[src/bresenham_line_pixel_generator_defines.svh]
// assertion macros for the line pixel generator
// used by the queue and back-end modules; no other dependencies
`ifndef BRESENHAM_LINE_PIXEL_GENERATOR_DEFINES_SVH
`define BRESENHAM_LINE_PIXEL_GENERATOR_DEFINES_SVH

// same-cycle implication
`define BLPG_ASSERT_IMP(name, clk, rst_n, ante, cons, msg) \
  name: assert property (@(posedge clk) disable iff (!rst_n) (ante) |-> (cons)) \
    else $error(msg);

// next-cycle implication
`define BLPG_ASSERT_NXT(name, clk, rst_n, ante, cons, msg) \
  name: assert property (@(posedge clk) disable iff (!rst_n) (ante) |=> (cons)) \
    else $error(msg);

`endif

[src/blpg_pkg.sv]
// shared types and codes of the line pixel generator
// no dependencies
package blpg_pkg;

  typedef enum logic {
    ACT_LOAD = 1'b0,
    ACT_STEP = 1'b1
  } action_e;

  typedef enum logic {
    CFG_FRAME_WIDTH = 1'b0,
    CFG_TOP_ROW     = 1'b1
  } cfg_idx_e;

  typedef struct packed {
    logic full;
    logic empty;
  } fifo_stat_t;

endpackage

[src/blpg_fifo.sv]
// small synchronous queue with level output
// depends on blpg_pkg and the assertion macro header
`include "bresenham_line_pixel_generator_defines.svh"

module blpg_fifo import blpg_pkg::*; #(
  parameter int unsigned WIDTH = 8,
  parameter int unsigned DEPTH = 4
) (
  input  logic                             clk_i,
  input  logic                             rst_ni,
  input  logic                             push_i,
  input  logic [WIDTH-1:0]                 wdata_i,
  input  logic                             pop_i,
  output logic [WIDTH-1:0]                 rdata_o,
  output fifo_stat_t                       stat_o,
  output logic [$clog2(DEPTH+1)-1:0]       level_o
);

  localparam int unsigned AW = $clog2(DEPTH);
  localparam int unsigned LW = $clog2(DEPTH+1);

  logic [WIDTH-1:0] mem_q [DEPTH];
  logic [AW-1:0]    wr_ptr_q, rd_ptr_q;
  logic [LW-1:0]    level_q, level_d;

  always_ff @(posedge clk_i) begin
    if (push_i) begin
      mem_q[wr_ptr_q] <= wdata_i;
    end
  end

  always_comb begin
    level_d = level_q;
    if (push_i && !pop_i) begin
      level_d = level_q + LW'(1);
    end else if (pop_i && !push_i) begin
      level_d = level_q - LW'(1);
    end
  end

  always_ff @(posedge clk_i or negedge rst_ni) begin
    if (!rst_ni) begin
      wr_ptr_q <= '0;
      rd_ptr_q <= '0;
      level_q  <= '0;
    end else begin
      if (push_i) begin
        wr_ptr_q <= wr_ptr_q + AW'(1);
      end
      if (pop_i) begin
        rd_ptr_q <= rd_ptr_q + AW'(1);
      end
      level_q <= level_d;
    end
  end

  assign rdata_o      = mem_q[rd_ptr_q];
  assign stat_o.full  = (level_q == LW'(DEPTH));
  assign stat_o.empty = (level_q == '0);
  assign level_o      = level_q;

  `BLPG_ASSERT_IMP(a_no_overflow, clk_i, rst_ni, push_i, !stat_o.full, "push into full queue")
  `BLPG_ASSERT_IMP(a_no_underflow, clk_i, rst_ni, pop_i, !stat_o.empty, "pop from empty queue")
  `BLPG_ASSERT_NXT(a_level_track, clk_i, rst_ni, push_i && !pop_i, level_o == $past(level_o) + LW'(1), "queue level lost a push")

endmodule

[src/blpg_front.sv]
// front end: accepts items, classifies loads and precomputes the octant setup
// depends on blpg_pkg
module blpg_front import blpg_pkg::*; #(
  parameter int unsigned COORD_BITS = 10,
  parameter int unsigned COLOR_BITS = 8
) (
  input  logic                  push_i,
  input  fifo_stat_t            cmd_stat_i,
  input  logic                  action_i,
  input  logic [COORD_BITS-1:0] x_start_i,
  input  logic [COORD_BITS-1:0] y_start_i,
  input  logic [COORD_BITS-1:0] x_end_i,
  input  logic [COORD_BITS-1:0] y_end_i,
  input  logic [COLOR_BITS-1:0] color_i,
  output logic                  cmd_push_o,
  output logic [3+4*COORD_BITS+3*(COORD_BITS+4)+COLOR_BITS-1:0] cmd_o
);

  localparam int unsigned CB = COORD_BITS;
  localparam int unsigned EW = COORD_BITS + 4;

  typedef struct packed {
    logic                 is_load;
    logic                 ok;
    logic                 desc;
    logic [CB-1:0]        xs;
    logic [CB-1:0]        ys;
    logic [CB-1:0]        xe;
    logic [CB-1:0]        ye;
    logic signed [EW-1:0] err0;
    logic signed [EW-1:0] inc_diag;
    logic signed [EW-1:0] inc_flat;
    logic [COLOR_BITS-1:0] color;
  } cmd_t;

  logic signed [CB+1:0] dx, dy, neg_dy;
  logic signed [EW-1:0] dx_e, dy_e;
  cmd_t                 cmd;

  always_comb begin
    dx     = signed'({2'b00, x_end_i}) - signed'({2'b00, x_start_i});
    dy     = signed'({2'b00, y_end_i}) - signed'({2'b00, y_start_i});
    neg_dy = -dy;
    dx_e   = EW'(dx);
    dy_e   = EW'(dy);

    cmd.is_load = (action_e'(action_i) == ACT_LOAD);
    cmd.desc    = dy[CB+1];
    // slope must stay within [-1, 1] and the line must run to the right
    cmd.ok      = (dx > 0) && ((!dy[CB+1] && (dy <= dx)) || (dy[CB+1] && (neg_dy <= dx)));
    cmd.xs      = x_start_i;
    cmd.ys      = y_start_i;
    cmd.xe      = x_end_i;
    cmd.ye      = y_end_i;
    cmd.inc_flat = dy_e + dy_e;
    if (dy[CB+1]) begin
      cmd.err0     = dy_e + dy_e + dx_e;
      cmd.inc_diag = dy_e + dy_e + dx_e + dx_e;
    end else begin
      cmd.err0     = dy_e + dy_e - dx_e;
      cmd.inc_diag = dy_e + dy_e - dx_e - dx_e;
    end
    cmd.color = color_i;
  end

  assign cmd_push_o = push_i && !cmd_stat_i.full;
  assign cmd_o      = cmd;

endmodule

[src/blpg_back.sv]
// back end: holds the active line, steps the error term, forms the address
// depends on blpg_pkg and the assertion macro header
`include "bresenham_line_pixel_generator_defines.svh"

module blpg_back import blpg_pkg::*; #(
  parameter int unsigned COORD_BITS = 10,
  parameter int unsigned COLOR_BITS = 8,
  parameter int unsigned OUT_DEPTH  = 4
) (
  input  logic                  clk_i,
  input  logic                  rst_ni,
  input  logic [COORD_BITS:0]   frame_width_i,
  input  logic [COORD_BITS-1:0] top_row_i,
  input  fifo_stat_t            cmd_stat_i,
  input  logic [3+4*COORD_BITS+3*(COORD_BITS+4)+COLOR_BITS-1:0] cmd_i,
  output logic                  cmd_pop_o,
  input  logic [$clog2(OUT_DEPTH+1)-1:0] out_level_i,
  output logic                  out_push_o,
  output logic [4*COORD_BITS+COLOR_BITS+2-1:0] out_data_o
);

  localparam int unsigned CB = COORD_BITS;
  localparam int unsigned EW = COORD_BITS + 4;
  localparam int unsigned LW = $clog2(OUT_DEPTH+1);

  typedef struct packed {
    logic                 is_load;
    logic                 ok;
    logic                 desc;
    logic [CB-1:0]        xs;
    logic [CB-1:0]        ys;
    logic [CB-1:0]        xe;
    logic [CB-1:0]        ye;
    logic signed [EW-1:0] err0;
    logic signed [EW-1:0] inc_diag;
    logic signed [EW-1:0] inc_flat;
    logic [COLOR_BITS-1:0] color;
  } cmd_t;

  typedef struct packed {
    logic [CB-1:0]         px;
    logic [CB-1:0]         py;
    logic [2*CB-1:0]       addr;
    logic [COLOR_BITS-1:0] color;
    logic                  in_frame;
    logic                  last;
  } pix_t;

  cmd_t cmd;

  // line state
  logic                  active_q, desc_q;
  logic [CB:0]           cx_q;
  logic signed [CB+1:0]  cy_q;
  logic [CB-1:0]         ex_q, ey_q;
  logic signed [EW-1:0]  err_q, inc_diag_q, inc_flat_q;
  logic [COLOR_BITS-1:0] color_q;

  // pixel stage ahead of the output queue
  logic                  a_valid_q;
  logic [CB-1:0]         a_px_q, a_py_q, a_row_q;
  logic [COLOR_BITS-1:0] a_color_q;
  logic                  a_inside_q, a_last_q;

  logic                 need_out, credit, step_fire;
  logic                 take;
  logic [CB:0]          nx;
  logic signed [CB+1:0] ny, ey_s;
  logic signed [EW-1:0] err_d;
  logic                 more, in_frame;
  logic [LW:0]          in_flight;
  logic [2*CB:0]        prod;
  pix_t                 pix;

  assign cmd = cmd_t'(cmd_i);

  always_comb begin
    need_out  = !cmd.is_load && active_q;
    in_flight = {1'b0, out_level_i} + (LW+1)'(a_valid_q);
    credit    = in_flight < (LW+1)'(OUT_DEPTH);
    cmd_pop_o = !cmd_stat_i.empty && (!need_out || credit);
    step_fire = cmd_pop_o && need_out;
  end

  always_comb begin
    // descending line moves down while the error is not positive
    take  = desc_q ? (err_q[EW-1] || (err_q == '0)) : !err_q[EW-1];
    err_d = err_q + (take ? inc_diag_q : inc_flat_q);
    nx    = cx_q + (CB+1)'(1);
    ny    = cy_q;
    if (take) begin
      ny = desc_q ? cy_q - (CB+2)'(1) : cy_q + (CB+2)'(1);
    end
    ey_s     = signed'({2'b00, ey_q});
    more     = (nx <= {1'b0, ex_q}) && (desc_q ? (ny >= ey_s) : (ny <= ey_s));
    in_frame = (cy_q[CB-1:0] <= top_row_i) && ({1'b0, cx_q[CB-1:0]} < frame_width_i);
  end

  always_ff @(posedge clk_i or negedge rst_ni) begin
    if (!rst_ni) begin
      active_q   <= 1'b0;
      desc_q     <= 1'b0;
      cx_q       <= '0;
      cy_q       <= '0;
      ex_q       <= '0;
      ey_q       <= '0;
      err_q      <= '0;
      inc_diag_q <= '0;
      inc_flat_q <= '0;
      color_q    <= '0;
      a_valid_q  <= 1'b0;
    end else begin
      a_valid_q <= step_fire;
      if (cmd_pop_o && cmd.is_load) begin
        active_q <= cmd.ok;
        if (cmd.ok) begin
          desc_q     <= cmd.desc;
          cx_q       <= {1'b0, cmd.xs};
          cy_q       <= signed'({2'b00, cmd.ys});
          ex_q       <= cmd.xe;
          ey_q       <= cmd.ye;
          err_q      <= cmd.err0;
          inc_diag_q <= cmd.inc_diag;
          inc_flat_q <= cmd.inc_flat;
          color_q    <= cmd.color;
        end
      end else if (step_fire) begin
        active_q <= more;
        cx_q     <= nx;
        cy_q     <= ny;
        err_q    <= err_d;
      end
    end
  end

  always_ff @(posedge clk_i) begin
    if (step_fire) begin
      a_px_q     <= cx_q[CB-1:0];
      a_py_q     <= cy_q[CB-1:0];
      a_row_q    <= top_row_i - cy_q[CB-1:0];
      a_color_q  <= color_q;
      a_inside_q <= in_frame;
      a_last_q   <= !more;
    end
  end

  always_comb begin
    prod         = {{(CB+1){1'b0}}, a_row_q} * {{CB{1'b0}}, frame_width_i};
    pix.px       = a_px_q;
    pix.py       = a_py_q;
    pix.addr     = a_inside_q ? (prod[2*CB-1:0] + {{CB{1'b0}}, a_px_q}) : '0;
    pix.color    = a_color_q;
    pix.in_frame = a_inside_q;
    pix.last     = a_last_q;
  end

  assign out_push_o = a_valid_q;
  assign out_data_o = pix;

  `BLPG_ASSERT_NXT(a_last_ends_line, clk_i, rst_ni, step_fire && !more, !active_q, "line still active after last pixel")
  `BLPG_ASSERT_NXT(a_step_makes_pixel, clk_i, rst_ni, step_fire, a_valid_q, "step lost its pixel")
  `BLPG_ASSERT_NXT(a_idle_no_pixel, clk_i, rst_ni, !step_fire, !a_valid_q, "pixel without an active step")

endmodule

[src/bresenham_line_pixel_generator.sv]
// Line pixel generator for slopes in [-1, 1] with x running left to right.
// Input channel (push/full): action 0 loads endpoints and a color; a line that
// runs right-to-left, is vertical or steeper than 45 degrees is dropped and
// leaves no line active. Action 1 emits the next pixel of the active line;
// with no active line it emits nothing. Loads never emit.
// Result channel (empty/pop): pixel coordinates, frame-buffer address
// (top_row - y) * frame_width + x, color, in-frame flag and last flag. The
// address reads zero when the pixel lies outside the frame.
// Throughput: one item per cycle sustained while the result queue has room;
// the error-term add and compare runs once per cycle in the back end, and
// the address multiply has a stage of its own. A pixel passes the back-end
// pixel stage and then the result queue before it shows on the result side.
// A four-entry command queue sits between the front and back ends, and a
// four-entry result queue at the output; when the receiver stops popping the
// result queue fills, the back end stalls, then full rises on the input.
// Reset clears both queues and the active line; frame_width resets to
// 2^COORD_BITS and top_row to 2^COORD_BITS-1. Write registers only while idle.
// Depends on blpg_pkg, blpg_fifo, blpg_front and blpg_back.
module bresenham_line_pixel_generator import blpg_pkg::*; #(
  parameter int unsigned COORD_BITS = 10,
  parameter int unsigned COLOR_BITS = 8
) (
  input  logic                    clk_i,
  input  logic                    rst_ni,
  input  logic                    push,
  output logic                    full,
  input  logic                    action_i,
  input  logic [COORD_BITS-1:0]   x_start_i,
  input  logic [COORD_BITS-1:0]   y_start_i,
  input  logic [COORD_BITS-1:0]   x_end_i,
  input  logic [COORD_BITS-1:0]   y_end_i,
  input  logic [COLOR_BITS-1:0]   color_i,
  output logic                    empty,
  input  logic                    pop,
  output logic [COORD_BITS-1:0]   pixel_x_o,
  output logic [COORD_BITS-1:0]   pixel_y_o,
  output logic [2*COORD_BITS-1:0] pixel_address_o,
  output logic [COLOR_BITS-1:0]   pixel_color_o,
  output logic                    in_frame_o,
  output logic                    last_o,
  input  logic                    cfg_we_i,
  input  logic                    cfg_idx_i,
  input  logic [COORD_BITS:0]     cfg_data_i
);

  localparam int unsigned CB        = COORD_BITS;
  localparam int unsigned EW        = COORD_BITS + 4;
  localparam int unsigned CMD_W     = 3 + 4*CB + 3*EW + COLOR_BITS;
  localparam int unsigned PIX_W     = 4*CB + COLOR_BITS + 2;
  localparam int unsigned CMD_DEPTH = 4;
  localparam int unsigned OUT_DEPTH = 4;

  typedef struct packed {
    logic [CB-1:0]         px;
    logic [CB-1:0]         py;
    logic [2*CB-1:0]       addr;
    logic [COLOR_BITS-1:0] color;
    logic                  in_frame;
    logic                  last;
  } pix_t;

  logic [CB:0]   frame_width_q;
  logic [CB-1:0] top_row_q;

  always_ff @(posedge clk_i or negedge rst_ni) begin
    if (!rst_ni) begin
      frame_width_q <= {1'b1, {CB{1'b0}}};
      top_row_q     <= '1;
    end else if (cfg_we_i) begin
      unique case (cfg_idx_e'(cfg_idx_i))
        CFG_FRAME_WIDTH: frame_width_q <= cfg_data_i;
        CFG_TOP_ROW:     top_row_q     <= cfg_data_i[CB-1:0];
      endcase
    end
  end

  fifo_stat_t                      cmd_stat, out_stat;
  logic                            cmd_push, cmd_pop, out_push;
  logic [CMD_W-1:0]                cmd_wdata, cmd_rdata;
  logic [PIX_W-1:0]                out_wdata, out_rdata;
  logic [$clog2(CMD_DEPTH+1)-1:0]  cmd_level;
  logic [$clog2(OUT_DEPTH+1)-1:0]  out_level;
  pix_t                            pix;

  blpg_front #(
    .COORD_BITS(COORD_BITS),
    .COLOR_BITS(COLOR_BITS)
  ) u_front (
    .push_i     (push),
    .cmd_stat_i (cmd_stat),
    .action_i   (action_i),
    .x_start_i  (x_start_i),
    .y_start_i  (y_start_i),
    .x_end_i    (x_end_i),
    .y_end_i    (y_end_i),
    .color_i    (color_i),
    .cmd_push_o (cmd_push),
    .cmd_o      (cmd_wdata)
  );

  blpg_fifo #(
    .WIDTH(CMD_W),
    .DEPTH(CMD_DEPTH)
  ) u_cmd_fifo (
    .clk_i   (clk_i),
    .rst_ni  (rst_ni),
    .push_i  (cmd_push),
    .wdata_i (cmd_wdata),
    .pop_i   (cmd_pop),
    .rdata_o (cmd_rdata),
    .stat_o  (cmd_stat),
    .level_o (cmd_level)
  );

  blpg_back #(
    .COORD_BITS(COORD_BITS),
    .COLOR_BITS(COLOR_BITS),
    .OUT_DEPTH (OUT_DEPTH)
  ) u_back (
    .clk_i         (clk_i),
    .rst_ni        (rst_ni),
    .frame_width_i (frame_width_q),
    .top_row_i     (top_row_q),
    .cmd_stat_i    (cmd_stat),
    .cmd_i         (cmd_rdata),
    .cmd_pop_o     (cmd_pop),
    .out_level_i   (out_level),
    .out_push_o    (out_push),
    .out_data_o    (out_wdata)
  );

  blpg_fifo #(
    .WIDTH(PIX_W),
    .DEPTH(OUT_DEPTH)
  ) u_out_fifo (
    .clk_i   (clk_i),
    .rst_ni  (rst_ni),
    .push_i  (out_push),
    .wdata_i (out_wdata),
    .pop_i   (pop && !out_stat.empty),
    .rdata_o (out_rdata),
    .stat_o  (out_stat),
    .level_o (out_level)
  );

  assign pix             = pix_t'(out_rdata);
  // the command queue level also shows the front end is never blocked when empty
  assign full            = cmd_stat.full && (cmd_level != '0);
  assign empty           = out_stat.empty;
  assign pixel_x_o       = pix.px;
  assign pixel_y_o       = pix.py;
  assign pixel_address_o = pix.addr;
  assign pixel_color_o   = pix.color;
  assign in_frame_o      = pix.in_frame;
  assign last_o          = pix.last;

endmodule
[config.mk]
export PLATFORM = sky130hd
export DESIGN_NAME = bresenham_line_pixel_generator
export DESIGN_NICKNAME = d
export VERILOG_FILES = /design/src/blpg_pkg.sv /design/src/blpg_fifo.sv /design/src/blpg_front.sv /design/src/blpg_back.sv /design/src/bresenham_line_pixel_generator.sv
export VERILOG_INCLUDE_DIRS = /design/src /design/src/src
export SDC_FILE = /design/constraint.sdc
export NUM_CORES = 1
export LEC_CHECK = 0
export BUFFER_PORTS_ARGS = -buffer_cell sky130_fd_sc_hd__clkbuf_2
export CAP_MARGIN = 20
export CORE_MARGIN = 1
export CORE_UTILIZATION = 47
export DETAILED_ROUTE_END_ITERATION = 10
export GPL_TIMING_DRIVEN = 0
export SETUP_SLACK_MARGIN = 0.4
export SLEW_MARGIN = 20
export SYNTH_ARGS = -nofsm -noshare
export SYNTH_HDL_FRONTEND = slang
export SYNTH_SLANG_ARGS = --single-unit
[constraint.sdc]
create_clock -name clk_i -period 14.85 [get_ports clk_i]
set_input_delay 0.7425 -clock clk_i [delete_from_list [all_inputs] [get_ports clk_i]]
set_output_delay 0.7425 -clock clk_i [all_outputs]
set_load 0.1 [all_outputs]
==> reports/metrics.yaml, run 1 <==
syn-num-nets: 2934
yosysSeqAreaShare: 0.571
synth_cells: 2580
crit_family: "buffers and inverters"
clockBufferDepth: 3
cts_buffers: 77
synthArstFlopShare: 0.176
period_share: 0.437
ys_warn_count: 0
cts_resized: 0
clock.fmax_mhz: 154
cts-htree-levels: 3
yosys.area.top_type: "edfxtp_1"
cp-start-kind: "input port"
track_usage: 0.222
rows: 101
dr_total_vias: 21400
cts_root_buffer: "clkbuf_16"
rsz0062_at_grt: "no"
ant_nets: 0
grt_pass1_vias: 22300
whs_ps: 65.9
area_growth_pct: 13.1
tightest_slew_ps: 1150
synth_seq_cells: 714
finalCriticalPeriod_ps: 6490
crit-reg2reg-launch: "frame_width_q[0]"
grt_pass1_wl_um: 132000
setup_violations: 0
report.final.hold_viol_count: 0
insertion_delay_ps: 620
die_x_um: 281
slowest_stage: "buf_1"
drt_iter0_drc: 1566
fin_tns_setup_ps: 0
tritoncts: "built"
n_fill_cell: 6365
synth_top_area_share: 0.484
synth_edf_count: 588
cap_violations: 0
antenna_found_initial: 2
cts_hold_buf: 0
critPathArrivalTime_ps: 6870
critPathMaxStageDelay_ps: 560
synth.area.top_cells: "edfxtp_1 (48%), mux4_2 (8.5%), dfrtp_1 (7.9%)"
required_ps: 15230
die_y_um: 281
path_max_fanout: 15
io_buffers: 117
wl_per_cell_um: 21.9
routabilityCongestion: 0.885
start_util: 0.478
wirelength_um: 85000
synth.distinct_cells: 83
vias_per_cell: 5.51
gr-total-overflow: 0
synth_area_per_cell_um2: 14.1
boundaryPins: 118
hold_path.class: "in2async"
dp_hpwl_um: 62400
dr.pass1.iters: 6
cp-end-kind: "register"
r2r_end: "u_out_fifo.mem_q[2][26]"
worst_slew_margin_rel: 0.235
cp.buffers_inverters: 7
worstRegToRegCells: 22
crit_type: "in2reg"
clock_skew_ps: 23.4
drc: 0
final_nets: 3144
die_area_um2: 78700
status: "finished, final reports clean"
cts_setup_buffers: 0
cts_sinks: 714
cp_cell_sequence: "clkbuf_2 > ha_1 > fa_1 > nand2b_1 > a211oi_1 > o31ai_1 > a21oi_1 > a21o_1 > nand2_1 > nand2b_1 > clkbuf_1 > inv_1 > clkbuf_1 > buf_1 > ha_1 > clkbuf_1 > nor3_1 > o21ai_0 > nand2_1 > ha_1 > inv_1 > a2111oi_0 > o32a_1"
finalMaxSlewViolations: 0
netlist_area_um2: 36500
reg2reg_setup_slack_ps: 8890
regArea_um2: 20800
core_region_area_um2: 76300
multi_input_area_um2: 14500
path_clk_slew_ps: 60
postSynth.topFlopCell: "edfxtp_1"
drive_above_1_share: 0.179
grt_max_degree: 86
routing by layer:
layer  up-vias  global-route usage  share of wire
li1       9932                   -              -
met1     10900               0.291           0.43
met2       500               0.390           0.51
met3       108              0.0312          0.041
met4         0              0.0539          0.018
met5         -                   0              0
per-stage QoR:
step / setup slack [ps] / instances / area [um2] / util
finish: 8360 / 3885 / 41300 / 0.541
global route: 8030 / 3884 / 41300 / 0.540
CTS: 8420 / 3884 / 41300 / 0.540
detailed placement: 7810 / 3741 / 38700 / 0.507
global placement: 7910 / 3727 / 38400 / 0.503
floorplan: 9540 / 2580 / 36500 / -
logic make-up after synthesis:
| family | count (synthesis) | synth area share |
|---|---|---|
| DFF | 714 | 0.571 |
| and+or+nand+nor | 541 | 0.0716 |
| AOI/OAI and AO/OA | 362 | 0.0643 |
| buffers and inverters | 319 | 0.0328 |
| adders and majority gates | 294 | 0.119 |
| muxes | 227 | 0.112 |
| xor gates and xnor gates | 122 | 0.0297 |
| other | 1 | 0.000103 |
worst max-delay path by stage:
stage,from,endpoint,cells after the start
after detailed placement,y_start_i[0],u_cmd_fifo.mem_q[0][35],23
after floorplan,x_start_i[1],u_cmd_fifo.mem_q[0][32],20
after global routing,x_end_i[0],u_cmd_fifo.mem_q[3][35],23
after CTS,y_start_i[0],u_cmd_fifo.mem_q[3][35],23
after global placement,x_start_i[1],u_cmd_fifo.mem_q[0][35],22
final,y_start_i[0],u_cmd_fifo.mem_q[3][35],23
registers in the layout (all words and copies together) (netlist names), 3 cells and up:
signal / count
u_back.err_q: 14
u_back.cy_q: 12
u_back.a_px_q: 10
top_row_q: 10
u_back.a_row_q: 10
u_out_fifo.mem_q: 200
u_back.a_color_q: 8
u_cmd_fifo.mem_q: 348
u_back.a_py_q: 10
u_back.inc_flat_q: 11
u_back.ey_q: 10
u_back.ex_q: 10
u_out_fifo.level_o: 3
u_back.cx_q: 11
u_back.color_q: 8
u_cmd_fifo.level_o: 3
frame_width_q: 11
u_back.inc_diag_q: 13
synth_stat cells (18+ instances only):
master / n
nor3_1: 30
xnor2_1: 69
buf_1: 18
a21o_1: 33
nor2b_1: 23
nor2_1: 124
a31oi_1: 27
and2_1: 73
inv_1: 224
fa_1: 88
a21oi_1: 93
clkbuf_1: 75
dfrtp_1: 115
edfxtp_1: 588
nand3_1: 21
xor2_1: 52
ha_1: 200
nand2b_1: 24
mux4_2: 137
mux2_2: 84
o21ai_0: 78
nand2_1: 181
o21a_1: 27
cell type report:
type,count,area share
inverters,226,0.0206
multi-input cells,1547,0.351
repair buffers,131,0.0227
plain buffers,93,0.00855
flip-flops and latches,714,0.505
clock inverters,45,0.0101
clock buffers,98,0.0511
diodes,1,0.0000607
well taps,1030,0.0312
layout by cell type, fill, tap and decap left out, types with 7 or more instances in the layout:
cell type | synthesis | routed
inv_1 | 224 | 223
buf_1 | 18 | 17
a211oi_1 | 13 | 13
buf_16 | 0 | 8
clkbuf_16 | 0 | 81
or2_2 | 8 | 8
mux4_2 | 137 | 137
nand2b_1 | 24 | 24
o21a_1 | 27 | 27
clkinv_1 | 0 | 17
clkinv_2 | 0 | 13
mux2_2 | 84 | 84
xor2_1 | 52 | 52
edfxtp_1 | 588 | 588
a21o_1 | 33 | 33
and2_1 | 73 | 65
dfrtp_1 | 115 | 115
nor2b_1 | 23 | 23
nand4_1 | 13 | 13
and2_4 | 0 | 8
ha_1 | 200 | 200
clkbuf_1 | 75 | 87
nand3_1 | 21 | 21
fa_1 | 88 | 88
xnor2_1 | 69 | 69
nor2_1 | 124 | 124
bufinv_16 | 0 | 7
nor3_1 | 30 | 30
clkbuf_2 | 0 | 119
nand2_1 | 181 | 181
dfstp_2 | 11 | 11
and3_1 | 10 | 10
nor4_1 | 7 | 7
o31ai_1 | 10 | 10
a21oi_1 | 93 | 93
a31oi_1 | 27 | 27
o21bai_1 | 17 | 17
o21ai_0 | 78 | 78
Power of run 1 is not shown: default switching activity piles up to over one toggle a cycle in this logic, so the estimate is an artifact.
==> run 2, diff against run 1 <==
Settings changed: PLACE_DENSITY set to 0.66.
Clock period 14.85 ns to 5.4 ns, I/O delays scaled along.
==> reports/metrics.yaml, run 2 (synthesis results as in run 1) <==
fin_tns_setup_ps: 0  # unchanged
core_region_area_um2: 76300  # unchanged
critPathArrivalTime_ps: 5570  # -1300 ps
clock_skew_ps: 22.3  # -1.12 ps
cts-htree-levels: 3  # unchanged
wirelength_um: 86400  # +1.6%
area_growth_pct: 18.2
worstRegToRegCells: 18  # -18%
path_clk_slew_ps: 60  # about the same
start_util: 0.478  # unchanged
io_buffers: 117  # unchanged
grt_pass1_wl_um: 133000  # +0.79%
whs_ps: 173  # +107 ps
die_area_um2: 78700  # unchanged
finalMaxSlewViolations: 0  # unchanged
cp-end-kind: "register"
dr.pass1.iters: 5  # -1
tritoncts: "built"
dr_total_vias: 22100  # +3.2%
boundaryPins: 118  # unchanged
mostFrequentLayoutCell: "edfxtp_1"
required_ps: 5730  # -9500 ps
n_fill_cell: 6105  # -4.1%
mostFrequentLayoutCells: "edfxtp_1 (588), inv_1 (206), ha_1 (186), nand2_1 (171), mux4_2 (137)"
hold_path.class: "in2async"
crit_family: "adder cells"
drc: 0  # unchanged
slowest_stage: "fa_1"
regArea_um2: 20800  # about the same
ant_nets: 0  # unchanged
finalCriticalPeriod_ps: 5230
dpl_worst_slack_ps: -1120  # -8930 ps
top_regs: "u_cmd_fifo.mem_q: 348 flops, u_out_fifo.mem_q: 200 flops, u_back.err_q: 14 flops"
cts_sinks: 714  # unchanged
drive_above_1_share: 0.238  # +0.0589
clock.fmax_mhz: 191
crit_top_cell: "fa_1"
clockBufferDepth: 3  # unchanged
drt_iter0_drc: 1620  # +3.4%
status: "finished, final reports clean"
critPathMaxStageDelay_ps: 530  # -30 ps
die_y_um: 281  # unchanged
tightest_slew_ps: 1020  # -126 ps
report.final.hold_viol_count: 0  # unchanged
dp_hpwl_um: 61800  # -0.88%
cts_buffers: 74  # -3.9%
worst_slew_margin_rel: 0.319  # +0.0838
crit-reg2reg-launch: "u_back.a_row_q[6]"
largest-register: "u_cmd_fifo.mem_q"
grt_pass1_vias: 23100  # +3.6%
final_nets: 3259  # +3.7%
die_x_um: 281  # unchanged
rsz0062_at_grt: "yes"
cp-start-kind: "register"
wl_per_cell_um: 21.6  # -1.3%
reg2reg_setup_slack_ps: 170  # -8720 ps
cts_root_buffer: "clkbuf_16"
rows: 101  # unchanged
gr-total-overflow: 0  # unchanged
path_max_fanout: 4  # -11
period_share: 0.969
antenna_found_initial: 2  # unchanged
cap_violations: 0  # unchanged
setup_violations: 0  # unchanged
routabilityCongestion: 0.929  # +5.0%
cp.buffers_inverters: 4  # -3
r2r_end: "u_out_fifo.mem_q[0][27]"
multi_input_area_um2: 15100  # +4.3%
largest_reg_flops: 348  # unchanged
vias_per_cell: 5.53  # +0.26%
fin_cells: 3999  # +2.9%
dp_cells: 3739  # -0.053%
track_usage: 0.223  # +0.000677
crit_type: "reg2reg"
setup_ws_ps: 168  # -8190 ps
insertion_delay_ps: 620  # about the same
grt_max_degree: 83  # -3.5%
cp_cell_sequence: "clkbuf_8 > buf_4 > and2_1 > fa_1 > fa_1 > fa_1 > fa_1 > inv_1 > fa_1 > inv_1 > ha_2 > or3_4 > a211oi_4 > nor3_4 > a211o_1 > a21oi_2 > xnor2_1 > nor2_2"
-- run 2: cell count changes in the layout (fill, tap and decap cells not counted), sizes merged --
cell / change
dlygate4sd3: +62
clkinv: -7
clkbuf: -13
clkinvlp: +2
bufinv: +2
buf: +66
diode: +1
inv: +1
-- run 2: layout make-up --
class,count,area share
plain buffers,93,0.0127
repair buffers,249,0.0470
multi-input cells,1547,0.350
diodes,2,0.000116
inverters,226,0.0198
clock buffers,95,0.0457
well taps,1030,0.0299
flip-flops and latches,714,0.483
clock inverters,43,0.0112
-- run 2: worst reg2reg max path: cells and delay by family, from the launching register on --
kind            cells  cell delay (ps)
buf+inv             4              390
fa+ha+maj           6             2620
simple gates        4              660
flops               1              410
compound gates      3              710
xor+xnor            1              160
-- run 2: what timing repair did --
action	in CTS	in global routing
buffers inserted	40	17
endpoints found under the hold margin	263	0
resized for setup	123	84
cloned	1	0
pin swaps	61	45
setup endpoints to repair	72	66
hold buffers	62	0
-- run 2: worst max path at each step --
stage,from,end,slack [ps],depth (start not counted)
floorplan,u_back.a_row_q[3],u_out_fifo.mem_q[0][26],400,21
global placement,x_start_i[1],u_cmd_fifo.mem_q[0][35],-1090,22
detailed placement,x_end_i[0],u_cmd_fifo.mem_q[2][35],-1120,23
CTS,frame_width_q[3],u_out_fifo.mem_q[0][27],190,18
global route,frame_width_q[3],u_out_fifo.mem_q[1][26],20,21
finish,u_back.a_row_q[6],u_out_fifo.mem_q[0][27],170,18
-- run 2: through the flow --
step	area, um2	utilization
3_3_place_gp	38400	0.503
3_5_place_dp	38800	0.508
4_1_cts	42600	0.559
6_report	43100	0.565
2_1_floorplan	36500	-
5_1_grt	43100	0.565
-- run 2: layer usage --
metal / vias to the layer above / track usage / share of wire
li1: 10200 / - / -
met1: 11200 / 0.285 / 0.42
met2: 607 / 0.373 / 0.49
met3: 166 / 0.0376 / 0.053
met4: 0 / 0.100 / 0.041
met5: - / 0 / 0
Power of run 2 is left out for the same reason.
